## config.mk

```make
export PLATFORM = sky130hd
export DESIGN_NAME = voice_channel_allocator
export DESIGN_NICKNAME = d
export VERILOG_FILES = /design/src/rtl/vca_pkg.sv /design/src/rtl/voice_channel_allocator.sv /design/src/rtl/vca_ctrl.sv /design/src/rtl/vca_datapath.sv
export SDC_FILE = /design/constraint.sdc
export NUM_CORES = 1
export LEC_CHECK = 0
export ABC_AREA = 1
export BUFFER_PORTS_ARGS = -buffer_cell sky130_fd_sc_hd__buf_2
export CORE_MARGIN = 4
export CORE_UTILIZATION = 60
export DETAILED_ROUTE_END_ITERATION = 16
export HOLD_SLACK_MARGIN = 0.1
export PLACE_DENSITY = 0.76
export SLEW_MARGIN = 20
export SYNTH_ARGS = -nofsm -noshare
export SYNTH_HDL_FRONTEND = slang
export SYNTH_SLANG_ARGS = --single-unit
```

## constraint.sdc

```tcl
create_clock -name clk_i -period 5.15 [get_ports clk_i]
set_input_delay 1.03 -clock clk_i [delete_from_list [all_inputs] [get_ports clk_i]]
set_output_delay 1.03 -clock clk_i [all_outputs]
set_load 0.005 [all_outputs]
```

## src/rtl/vca_pkg.sv

```systemverilog
`default_nettype none

package vca_pkg;

  localparam int CHANNELS_DEF = 32;

  // fixed field widths of the stream items
  localparam int OP_W  = 2;
  localparam int CH_W  = 5;
  localparam int STS_W = 3;

  typedef enum logic [OP_W-1:0] {
    OP_PLAY    = 2'd0,
    OP_STOP    = 2'd1,
    OP_BUF_END = 2'd2,
    OP_RSVD    = 2'd3
  } op_e;

  typedef enum logic [STS_W-1:0] {
    ST_GRANT_FREE   = 3'd0,
    ST_GRANT_STOLEN = 3'd1,
    ST_NONE         = 3'd2,
    ST_RELEASED     = 3'd3,
    ST_FLUSH_CLR    = 3'd4,
    ST_IGNORED      = 3'd5
  } status_e;

  typedef enum logic [3:0] {
    S_IDLE,
    S_DECODE,
    S_SCAN,
    S_UNL_RD,
    S_UNL_WR,
    S_APP_A,
    S_APP_B,
    S_PUSH,
    S_RESP
  } state_e;

  // controller -> datapath
  typedef struct packed {
    logic    latch_in;
    logic    take_free;
    logic    scan_start;
    logic    scan_step;
    logic    sel_cur;
    logic    sel_ch;
    logic    rd_scan;
    logic    unlink_wr;
    logic    app_a;
    logic    app_b;
    logic    set_res;
    status_e res_status;
    logic    load_out;
  } cmd_t;

  // datapath -> controller
  typedef struct packed {
    op_e  op;
    logic fp_full;
    logic ch_playing;
    logic ch_flush;
    logic scan_end;
    logic cur_looping;
    logic out_free;
  } stat_t;

endpackage

`default_nettype wire

```

## src/rtl/voice_channel_allocator.sv

```systemverilog
// Playback channel allocator.
// Slave stream carries requests: tuser = opcode (play, stop, buffer end),
// tdata = target channel and loop flag. Master stream returns exactly one
// result transaction per request: tuser = status, tdata = channel and halt.
// Play takes a channel from the free stack; with none free it walks the
// age-ordered in-use list from the oldest end, one node per cycle, and
// steals the first non-looping channel, moving it to the newest end.
// Stop and buffer end release a channel (unlink plus stack push); buffer
// end instead clears the channel's pending flush mark if one is set.
// One request is in flight at a time; the next can be taken in the cycle
// after the previous result is loaded, and a result may sit in the output
// register while the next one is worked on. How long a request takes is
// set by the list walk and the single-port link memories.
// Reset: empty list, all channels free, all flags clear, no result pending.
// A stalled receiver holds the result in the output register; the block
// then finishes its current request and waits before loading the next one.
`default_nettype none

module voice_channel_allocator import vca_pkg::*; #(
  parameter int CHANNELS = CHANNELS_DEF
) (
  input  logic       clk_i,
  input  logic       rst_ni,
  input  logic       s_axis_tvalid,
  output logic       s_axis_tready,
  input  logic [7:0] s_axis_tdata,   // [4:0] channel, [5] loop_flag, [7:6] zero
  input  logic [1:0] s_axis_tuser,   // [1:0] opcode
  output logic       m_axis_tvalid,
  input  logic       m_axis_tready,
  output logic [7:0] m_axis_tdata,   // [4:0] granted_channel, [5] halt_voice, [7:6] zero
  output logic [2:0] m_axis_tuser    // [2:0] status
);

  cmd_t            cmd;
  stat_t           stat;
  logic [CH_W-1:0] out_channel;
  logic            out_halt;

  vca_ctrl u_ctrl (
    .clk_i      (clk_i),
    .rst_ni     (rst_ni),
    .in_valid_i (s_axis_tvalid),
    .in_ready_o (s_axis_tready),
    .stat_i     (stat),
    .cmd_o      (cmd)
  );

  vca_datapath #(
    .CHANNELS (CHANNELS)
  ) u_datapath (
    .clk_i         (clk_i),
    .rst_ni        (rst_ni),
    .in_opcode_i   (s_axis_tuser),
    .in_channel_i  (s_axis_tdata[4:0]),
    .in_loop_i     (s_axis_tdata[5]),
    .out_valid_o   (m_axis_tvalid),
    .out_ready_i   (m_axis_tready),
    .out_status_o  (m_axis_tuser),
    .out_channel_o (out_channel),
    .out_halt_o    (out_halt),
    .cmd_i         (cmd),
    .stat_o        (stat)
  );

  assign m_axis_tdata = {2'b00, out_halt, out_channel};

endmodule

`default_nettype wire

```

## src/rtl/vca_ctrl.sv

```systemverilog
`default_nettype none

module vca_ctrl import vca_pkg::*; (
  input  logic  clk_i,
  input  logic  rst_ni,
  input  logic  in_valid_i,
  output logic  in_ready_o,
  input  stat_t stat_i,
  output cmd_t  cmd_o
);

  state_e state_q, state_d;
  logic   steal_q, steal_d;

  always_ff @(posedge clk_i or negedge rst_ni) begin
    if (!rst_ni) begin
      state_q <= S_IDLE;
      steal_q <= 1'b0;
    end else begin
      state_q <= state_d;
      steal_q <= steal_d;
    end
  end

  // next state
  always_comb begin
    state_d = state_q;
    steal_d = steal_q;
    case (state_q)
      S_IDLE: begin
        if (in_valid_i) state_d = S_DECODE;
      end
      S_DECODE: begin
        case (stat_i.op)
          OP_PLAY: begin
            steal_d = stat_i.fp_full;
            state_d = stat_i.fp_full ? S_SCAN : S_APP_A;
          end
          OP_STOP: begin
            state_d = stat_i.ch_playing ? S_UNL_RD : S_RESP;
          end
          OP_BUF_END: begin
            if (stat_i.ch_flush)        state_d = S_RESP;
            else if (stat_i.ch_playing) state_d = S_UNL_RD;
            else                        state_d = S_RESP;
          end
          default: state_d = S_RESP;
        endcase
      end
      S_SCAN: begin
        if (stat_i.scan_end)         state_d = S_RESP;
        else if (!stat_i.cur_looping) state_d = S_UNL_RD;
      end
      S_UNL_RD: state_d = S_UNL_WR;
      S_UNL_WR: state_d = (stat_i.op == OP_PLAY) ? S_APP_A : S_PUSH;
      S_APP_A:  state_d = S_APP_B;
      S_APP_B:  state_d = S_RESP;
      S_PUSH:   state_d = S_RESP;
      S_RESP: begin
        if (stat_i.out_free) state_d = S_IDLE;
      end
      default: state_d = S_IDLE;
    endcase
  end

  // commands
  always_comb begin
    cmd_o            = '0;
    cmd_o.res_status = ST_IGNORED;
    in_ready_o       = 1'b0;
    case (state_q)
      S_IDLE: begin
        in_ready_o     = 1'b1;
        cmd_o.latch_in = in_valid_i;
      end
      S_DECODE: begin
        case (stat_i.op)
          OP_PLAY: begin
            if (stat_i.fp_full) cmd_o.scan_start = 1'b1;
            else                cmd_o.take_free  = 1'b1;
          end
          OP_STOP: begin
            if (stat_i.ch_playing) cmd_o.sel_ch  = 1'b1;
            else                   cmd_o.set_res = 1'b1;
          end
          OP_BUF_END: begin
            if (stat_i.ch_flush) begin
              cmd_o.set_res    = 1'b1;
              cmd_o.res_status = ST_FLUSH_CLR;
            end else if (stat_i.ch_playing) begin
              cmd_o.sel_ch = 1'b1;
            end else begin
              cmd_o.set_res = 1'b1;
            end
          end
          default: cmd_o.set_res = 1'b1;
        endcase
      end
      S_SCAN: begin
        cmd_o.rd_scan = 1'b1;
        if (stat_i.scan_end) begin
          cmd_o.set_res    = 1'b1;
          cmd_o.res_status = ST_NONE;
        end else if (!stat_i.cur_looping) begin
          cmd_o.sel_cur = 1'b1;
        end else begin
          cmd_o.scan_step = 1'b1;
        end
      end
      S_UNL_RD: ;
      S_UNL_WR: cmd_o.unlink_wr = 1'b1;
      S_APP_A:  cmd_o.app_a = 1'b1;
      S_APP_B: begin
        cmd_o.app_b      = 1'b1;
        cmd_o.set_res    = 1'b1;
        cmd_o.res_status = steal_q ? ST_GRANT_STOLEN : ST_GRANT_FREE;
      end
      S_PUSH: begin
        cmd_o.set_res    = 1'b1;
        cmd_o.res_status = ST_RELEASED;
      end
      S_RESP: cmd_o.load_out = stat_i.out_free;
      default: ;
    endcase
  end

endmodule

`default_nettype wire

```

## src/rtl/vca_datapath.sv

```systemverilog
`default_nettype none

module vca_datapath import vca_pkg::*; #(
  parameter int CHANNELS = CHANNELS_DEF
) (
  input  logic             clk_i,
  input  logic             rst_ni,
  input  logic [OP_W-1:0]  in_opcode_i,
  input  logic [CH_W-1:0]  in_channel_i,
  input  logic             in_loop_i,
  output logic             out_valid_o,
  input  logic             out_ready_i,
  output logic [STS_W-1:0] out_status_o,
  output logic [CH_W-1:0]  out_channel_o,
  output logic             out_halt_o,
  input  cmd_t             cmd_i,
  output stat_t            stat_o
);

  localparam int CW = $clog2(CHANNELS);
  localparam int LW = CW + 1;                    // link code, NIL = CHANNELS
  localparam int XW = (LW > CH_W) ? LW : CH_W;   // range check of the input channel
  localparam logic [LW-1:0] NIL = LW'(CHANNELS);

  // latched request
  op_e             op_q;
  logic [CH_W-1:0] ch_q;
  logic            lp_q;

  // control state
  logic [CW-1:0]       c_q, c_d;
  logic [LW-1:0]       fp_q, fp_d;
  logic [LW-1:0]       head_q, head_d, tail_q, tail_d;
  logic [LW-1:0]       k_q, k_d;
  logic                first_q, first_d;
  logic [CHANNELS-1:0] playing_q, playing_d;
  logic [CHANNELS-1:0] looping_q, looping_d;
  logic [CHANNELS-1:0] flush_q, flush_d;
  logic [CHANNELS-1:0] fs_written_q, fs_written_d;

  // memories and their read registers
  logic [CW-1:0] fs_mem [CHANNELS];
  logic [LW-1:0] nx_mem [CHANNELS];
  logic [LW-1:0] pv_mem [CHANNELS];
  logic [CW-1:0] fs_rd_q;
  logic          fs_wr_rd_q;
  logic [LW-1:0] nx_rd_q, pv_rd_q;

  // result and output registers
  status_e         res_status_q, res_status_d;
  logic [CH_W-1:0] res_gch_q, res_gch_d;
  logic            res_halt_q, res_halt_d;
  logic            out_valid_q;
  status_e         out_status_q;
  logic [CH_W-1:0] out_gch_q;
  logic            out_halt_q;

  logic [XW-1:0] ch_x;
  logic          ch_ok;
  logic [CW-1:0] ch_idx, fp_idx, fs_val, cur_idx, nx_raddr;
  logic [LW-1:0] cur, c_link;
  logic          cur_ok;
  logic          n_ok, p_ok, tail_ok;
  logic          push;
  logic          nx_we, pv_we;
  logic [CW-1:0] nx_waddr, pv_waddr;
  logic [LW-1:0] nx_wdata, pv_wdata;

  assign ch_x    = XW'(ch_q);
  assign ch_ok   = ch_x < XW'(CHANNELS);
  assign ch_idx  = CW'(ch_x);
  assign fp_idx  = CW'(fp_q);
  assign fs_val  = fs_wr_rd_q ? fs_rd_q : fp_idx;   // unwritten slot i holds i
  assign cur     = first_q ? head_q : nx_rd_q;
  assign cur_ok  = cur < NIL;
  assign cur_idx = CW'(cur);
  assign c_link  = LW'(c_q);
  assign n_ok    = nx_rd_q < NIL;
  assign p_ok    = pv_rd_q < NIL;
  assign tail_ok = tail_q < NIL;
  assign push    = cmd_i.set_res && (cmd_i.res_status == ST_RELEASED) && (fp_q != '0);
  assign nx_raddr = cmd_i.rd_scan ? cur_idx : c_q;

  assign stat_o.op          = op_q;
  assign stat_o.fp_full     = (fp_q == NIL);
  assign stat_o.ch_playing  = ch_ok && playing_q[ch_idx];
  assign stat_o.ch_flush    = ch_ok && flush_q[ch_idx];
  assign stat_o.scan_end    = (k_q == NIL) || !cur_ok;
  assign stat_o.cur_looping = cur_ok && looping_q[cur_idx];
  assign stat_o.out_free    = !out_valid_q || out_ready_i;

  // link memory write ports
  always_comb begin
    nx_we    = 1'b0;
    nx_waddr = c_q;
    nx_wdata = NIL;
    pv_we    = 1'b0;
    pv_waddr = c_q;
    pv_wdata = tail_q;
    if (cmd_i.unlink_wr) begin
      nx_we    = p_ok;
      nx_waddr = CW'(pv_rd_q);
      nx_wdata = nx_rd_q;
      pv_we    = n_ok;
      pv_waddr = CW'(nx_rd_q);
      pv_wdata = pv_rd_q;
    end else if (cmd_i.app_a) begin
      nx_we = 1'b1;
      pv_we = 1'b1;
    end else if (cmd_i.app_b) begin
      nx_we    = tail_ok;
      nx_waddr = CW'(tail_q);
      nx_wdata = c_link;
    end
  end

  // list ends, stack pointer, scan state
  always_comb begin
    head_d  = head_q;
    tail_d  = tail_q;
    fp_d    = fp_q;
    c_d     = c_q;
    k_d     = k_q;
    first_d = first_q;
    if (cmd_i.unlink_wr) begin
      if (!p_ok) head_d = nx_rd_q;
      if (!n_ok) tail_d = pv_rd_q;
    end
    if (cmd_i.app_b) begin
      if (!tail_ok) head_d = c_link;
      tail_d = c_link;
    end
    if (cmd_i.take_free) begin
      c_d  = fs_val;
      fp_d = fp_q + 1'b1;
    end
    if (push) fp_d = fp_q - 1'b1;
    if (cmd_i.sel_cur) c_d = cur_idx;
    if (cmd_i.sel_ch)  c_d = ch_idx;
    if (cmd_i.scan_start) begin
      k_d     = '0;
      first_d = 1'b1;
    end
    if (cmd_i.scan_step) begin
      k_d     = k_q + 1'b1;
      first_d = 1'b0;
    end
  end

  // channel flags and result
  always_comb begin
    playing_d    = playing_q;
    looping_d    = looping_q;
    flush_d      = flush_q;
    fs_written_d = fs_written_q;
    res_status_d = res_status_q;
    res_gch_d    = res_gch_q;
    res_halt_d   = res_halt_q;
    if (push) fs_written_d[CW'(fp_q - 1'b1)] = 1'b1;
    if (cmd_i.set_res) begin
      res_status_d = cmd_i.res_status;
      res_gch_d    = ch_q;
      res_halt_d   = 1'b0;
      case (cmd_i.res_status)
        ST_GRANT_FREE, ST_GRANT_STOLEN: begin
          res_gch_d  = CH_W'(c_q);
          res_halt_d = playing_q[c_q];
          if (playing_q[c_q]) flush_d[c_q] = 1'b1;
          playing_d[c_q] = 1'b1;
          looping_d[c_q] = lp_q;
        end
        ST_NONE: res_gch_d = '0;
        ST_RELEASED: begin
          playing_d[c_q] = 1'b0;
          if (op_q == OP_STOP) begin
            flush_d[c_q] = 1'b1;
            res_halt_d   = 1'b1;
          end
        end
        ST_FLUSH_CLR: flush_d[ch_idx] = 1'b0;
        default: ;
      endcase
    end
  end

  always_ff @(posedge clk_i or negedge rst_ni) begin
    if (!rst_ni) begin
      fp_q         <= '0;
      head_q       <= NIL;
      tail_q       <= NIL;
      k_q          <= '0;
      first_q      <= 1'b0;
      c_q          <= '0;
      playing_q    <= '0;
      looping_q    <= '0;
      flush_q      <= '0;
      fs_written_q <= '0;
      out_valid_q  <= 1'b0;
    end else begin
      fp_q         <= fp_d;
      head_q       <= head_d;
      tail_q       <= tail_d;
      k_q          <= k_d;
      first_q      <= first_d;
      c_q          <= c_d;
      playing_q    <= playing_d;
      looping_q    <= looping_d;
      flush_q      <= flush_d;
      fs_written_q <= fs_written_d;
      if (cmd_i.load_out)   out_valid_q <= 1'b1;
      else if (out_ready_i) out_valid_q <= 1'b0;
    end
  end

  // payload registers
  always_ff @(posedge clk_i) begin
    if (cmd_i.latch_in) begin
      op_q <= op_e'(in_opcode_i);
      ch_q <= in_channel_i;
      lp_q <= in_loop_i;
    end
    res_status_q <= res_status_d;
    res_gch_q    <= res_gch_d;
    res_halt_q   <= res_halt_d;
    if (cmd_i.load_out) begin
      out_status_q <= res_status_q;
      out_gch_q    <= res_gch_q;
      out_halt_q   <= res_halt_q;
    end
  end

  // memories
  always_ff @(posedge clk_i) begin
    if (push)  fs_mem[CW'(fp_q - 1'b1)] <= c_q;
    if (nx_we) nx_mem[nx_waddr] <= nx_wdata;
    if (pv_we) pv_mem[pv_waddr] <= pv_wdata;
    fs_rd_q    <= fs_mem[fp_idx];
    fs_wr_rd_q <= fs_written_q[fp_idx];
    nx_rd_q    <= nx_mem[nx_raddr];
    pv_rd_q    <= pv_mem[c_q];
  end

  assign out_valid_o   = out_valid_q;
  assign out_status_o  = out_status_q;
  assign out_channel_o = out_gch_q;
  assign out_halt_o    = out_halt_q;

`ifndef SYNTHESIS
  a_busy_count: assert property (@(posedge clk_i) disable iff (!rst_ni)
    cmd_i.latch_in |-> ($countones(playing_q) == int'(fp_q)))
    else $error("playing count differs from stack pointer");
  a_list_empty: assert property (@(posedge clk_i) disable iff (!rst_ni)
    cmd_i.latch_in |-> ((head_q == NIL) == (fp_q == '0)))
    else $error("list head disagrees with stack pointer");
  a_list_ends: assert property (@(posedge clk_i) disable iff (!rst_ni)
    cmd_i.latch_in |-> ((head_q == NIL) == (tail_q == NIL)))
    else $error("list head and tail disagree");
  a_steal_full: assert property (@(posedge clk_i) disable iff (!rst_ni)
    (cmd_i.set_res && (cmd_i.res_status == ST_GRANT_STOLEN)) |-> (fp_q == NIL))
    else $error("steal while a channel is free");
  a_release_used: assert property (@(posedge clk_i) disable iff (!rst_ni)
    (cmd_i.set_res && (cmd_i.res_status == ST_RELEASED)) |-> (fp_q != '0))
    else $error("release with empty in-use count");
`endif

endmodule

`default_nettype wire

```

==> results.md <==
* Most used flip-flop cell after synthesis: edfxtp_1
* Synth warnings at 0
* Max_cap viols at 0
* Worst Path Max Fanout at 42
* DIE WIDTH at 241.7 um
* Setup TNS at 0 ns
* Post-Place Cells at 3685
* Seq cells post-synth at 752
* Layout cells sized above 1 at 0.08150
* Period utilisation layout at 0.7430
* Final Setup Violations at 0
* Largest net degree at the start of global routing at 107
* Hold buffers post-CTS at 0
* Post-route setup slack at 1.324 ns
* Die H at 241.7 um
* Drt via density at 6.212
* Clk_skew at 0.02056 ns
* Dpl ws at 1.437 ns
* Rel. slew slack at 0.3034
* Max-slew violation count at 0
* Antenna-violating nets left at 0
* Worst hold margin at 0.4137 ns
* P per Cell Area at 567.8 mW/mm^2
* RSZ-0062 raised after global routing: no
* Kind of critical path: register to register
* Root buf cell: clkbuf_16
* Clock buffer depth at 3
* CORE AREA at around 0.054 mm^2
* # resized after CTS at 0
* Initial drt markers at 3029
* CP required at 5.64 ns
* Max VDD drop at 0.0003655 V
* HPWL Detailed at a little under 50000 um
* Pre-antenna DRT Iters at 9
* Die ar. at 0.05841 mm^2
* H-tree depth at 3
* Outcome: finished, final reports clean
* Initial antenna violation count at 1
* Post-layout util at 0.6652
* Crit-path cells: inv_2 > nor2_2 > nand2_1 > nand3_1 > nand2_1 > nand2_1 > nor2_1 > nand2_2 > nand2_1 > nand2_1 > nand2_1 > nand2_1 > nand2_2 > buf_4 > nand3_4 > nand2_1 > nand2_1
* FFs w/ async S/R, synth at 0.2181
* Cell Area, Synth at 0.03277 mm^2
* Critical Path Start Type: register
* Post-synthesis sequential area ratio at 0.6587
* Final hold vios at 0
* Skew-Pair Late Insertion Delay at 0.62 ns
* Slowest stage delay, CP at 0.72 ns
* GR Overflow Total at 0
* Final wirelength at just over 80000 um
* Total GRT Usage at 0.2719
* DRC Markers at 0
* Area Overhead vs Synth at 9.466%
* Post-synth EDFFs at 570
* Post-Syn Instances at 3092
* Post-CTS Setup Inserts at 0
* Highest Clock Rate at 261.3 MHz
* Number of buffers created by CTS at 76
* Port bufs at 22
* Worst-path clk slew at 0.06 ns
* Fillers at around 3900
* Routability cong. at 0.8967
* WP data arrival at 4.32 ns
* Leakage at between 10 and 15 nW
* Vias in the first global route at 22940
* Slew @ Worst Pin at 1.042 ns
* Hold Path Class: register to register
* Initial core utilization at 0.6077
* Layout Nets at 3091
* Critical path's top delay family: simple AND/OR/NAND/NOR gates
* Avg Inst Size Synth at about 11 um^2
* Crit path time final at between 3 and 4 ns
* Worst Setup End Kind: register
* Top cell by count, worst path: nand2_1
* Critical path's slowest cell: edfxtp_1
* First-pass GRT wire length at 127300 um
* Avg WL per Cell at 21.14 um
* Row count at 85
* Clk sink count at 752
* CTS tree: yes
* Non-filler cells, final at 3826
* Via Count at 23770
* Io pins at 27
* Synth unique cells at 47
* Buf/Inv on CP at 2
-- cell usage in the layout, fill, tap and decap left out, types with 5 or more instances in the layout --
master | Yosys | final
nand2_1 | 644 | 640
edfxtp_1 | 570 | 570
o21ai_0 | 333 | 332
nor2_1 | 326 | 325
inv_1 | 188 | 187
dfrtp_1 | 162 | 161
a21oi_1 | 119 | 119
a22oi_1 | 106 | 106
nand3_1 | 94 | 94
clkbuf_16 | 0 | 79
nand4_1 | 75 | 75
buf_4 | 8 | 46
o211ai_1 | 43 | 43
o22ai_1 | 34 | 34
o221ai_1 | 30 | 30
o21bai_1 | 30 | 25
or2_2 | 22 | 22
buf_2 | 34 | 21
clkbuf_1 | 107 | 19
clkinv_1 | 3 | 18
dfxtp_1 | 18 | 18
nor4_1 | 16 | 15
inv_2 | 13 | 14
nor3_1 | 12 | 12
xor2_1 | 10 | 10
ha_1 | 10 | 10
nand2_2 | 5 | 9
o21ai_1 | 11 | 9
nor3_2 | 8 | 8
clkinv_2 | 0 | 7
o21ai_2 | 4 | 6
a221oi_1 | 6 | 6
o21bai_2 | 0 | 5
clkbuf_8 | 0 | 5
bufinv_16 | 0 | 5
-- state kept, by name, summed over array words and instances (netlist names), 3 cells and up, named ones only --
| register | cells |
|---|---|
| u_datapath.nx_mem | 192 |
| u_datapath.pv_mem | 192 |
| u_datapath.fs_mem | 160 |
| u_datapath.flush_q | 32 |
| u_datapath.fs_written_q | 32 |
| u_datapath.looping_q | 32 |
| u_datapath.fp_q | 6 |
| u_datapath.head_q | 6 |
| u_datapath.k_q | 6 |
| u_datapath.nx_rd_q | 6 |
| u_datapath.pv_rd_q | 6 |
| u_datapath.tail_q | 6 |
| u_datapath.c_q | 5 |
| u_datapath.ch_idx | 5 |
| u_datapath.fs_rd_q | 5 |
| u_datapath.out_channel_o | 5 |
| u_datapath.res_gch_q | 5 |
| u_ctrl.state_q | 4 |
| u_datapath.out_status_o | 3 |
| u_datapath.res_status_q | 3 |
-- per-stage QoR --
stage | power (mW) | instance area, um^2
detailed placement | 14.87 | 33390
finish | 20.37 | 35870
CTS | 20.29 | 35850
global placement | 14.67 | 33390
global route | 21.39 | 35870
floorplan | 12.62 | 32770
-- area by class of cell --
| cell class | count | area, um^2 | share of cell area |
|---|---|---|---|
| flip-flops and latches | 752 | 21580 | 0.6018 |
| diodes | 1 | 2.502 | 0.00006977 |
| clock inverters | 37 | 339.1 | 0.009453 |
| inverters | 204 | 765.7 | 0.02135 |
| repair buffers | 68 | 461.7 | 0.01287 |
| multi-input cells | 1965 | 9727 | 0.2712 |
| clock buffers | 103 | 2117 | 0.05902 |
| well taps | 696 | 870.8 | 0.02428 |
-- cell usage after synthesis (all sizes together) (16+ instances only) --
library cell  number  area, um^2
o21ai            348        1757
dfrtp            162        4054
nand4             75       469.2
or2               22       137.6
nand3             99       528.0
nor2             331        1255
dfxtp             18       360.4
o221ai            30       262.8
o22ai             34       212.7
o21bai            30       225.2
edfxtp           570       17120
clkbuf           109       411.7
a21oi            119       595.6
o211ai            43       322.8
buf               63       354.1
a22oi            106       795.8
nor3              21       156.4
nor4              16       100.1
nand2            649        2449
inv              201       754.5
-- report_power, final --
part / internal [mW] / leakage, nW / switching [mW]
clock network: 3.15 / 1.19 / 2.28
logic: 1.81 / 4.89 / 5.11
registers: 7.58 / 7.57 / 0.440
total: 12.5 / 13.6 / 7.83
-- routing by layer --
metal / global-route usage / share of wire / up-vias
li1: - / - / 10880
met1: 0.3893 / 0.41 / 11480
met2: 0.4253 / 0.47 / 1198
met3: 0.04354 / 0.088 / 210
met4: 0.1059 / 0.034 / 2
met5: 0 / 0.00016 / -
-- path summary, 6_finish.rpt --
check,from,slack (ns),depth (start not counted),end
hold reg to reg,u_datapath.res_status_q[2]$_DFFE_PP_,0.41,0,u_datapath.out_status_o[2]$_DFFE_PP_
hold / removal,u_datapath.res_status_q[2]$_DFFE_PP_,0.41,0,u_datapath.out_status_o[2]$_DFFE_PP_
setup reg to reg,u_datapath.ch_idx[1]$_DFFE_PP_,1.32,17,u_datapath.flush_q[26]$_DFFE_PN0P_
min in group asynchronous,rst_ni,0.51,1,u_datapath.flush_q[23]$_DFFE_PN0P_
max in group asynchronous,rst_ni,3.53,2,u_datapath.fs_written_q[12]$_DFFE_PN0P_
setup / recovery,u_datapath.ch_idx[1]$_DFFE_PP_,1.32,17,u_datapath.flush_q[26]$_DFFE_PN0P_
-- logic make-up (layout without fill, tap and decap cells) --
group | after synthesis | after routing | synth area share
buf+inv | 376 | 412 | 0.04674
xor+xnor | 11 | 11 | 0.002940
fa+ha+maj | 10 | 10 | 0.003819
mux | 1 | 1 | 0.0003055
compound gates | 728 | 728 | 0.1319
flops | 752 | 752 | 0.6587
other cells | 1 | 3 | 0.0001144
simple gates | 1213 | 1213 | 0.1555
No activity file was read; power rests on OpenSTA's default activity.
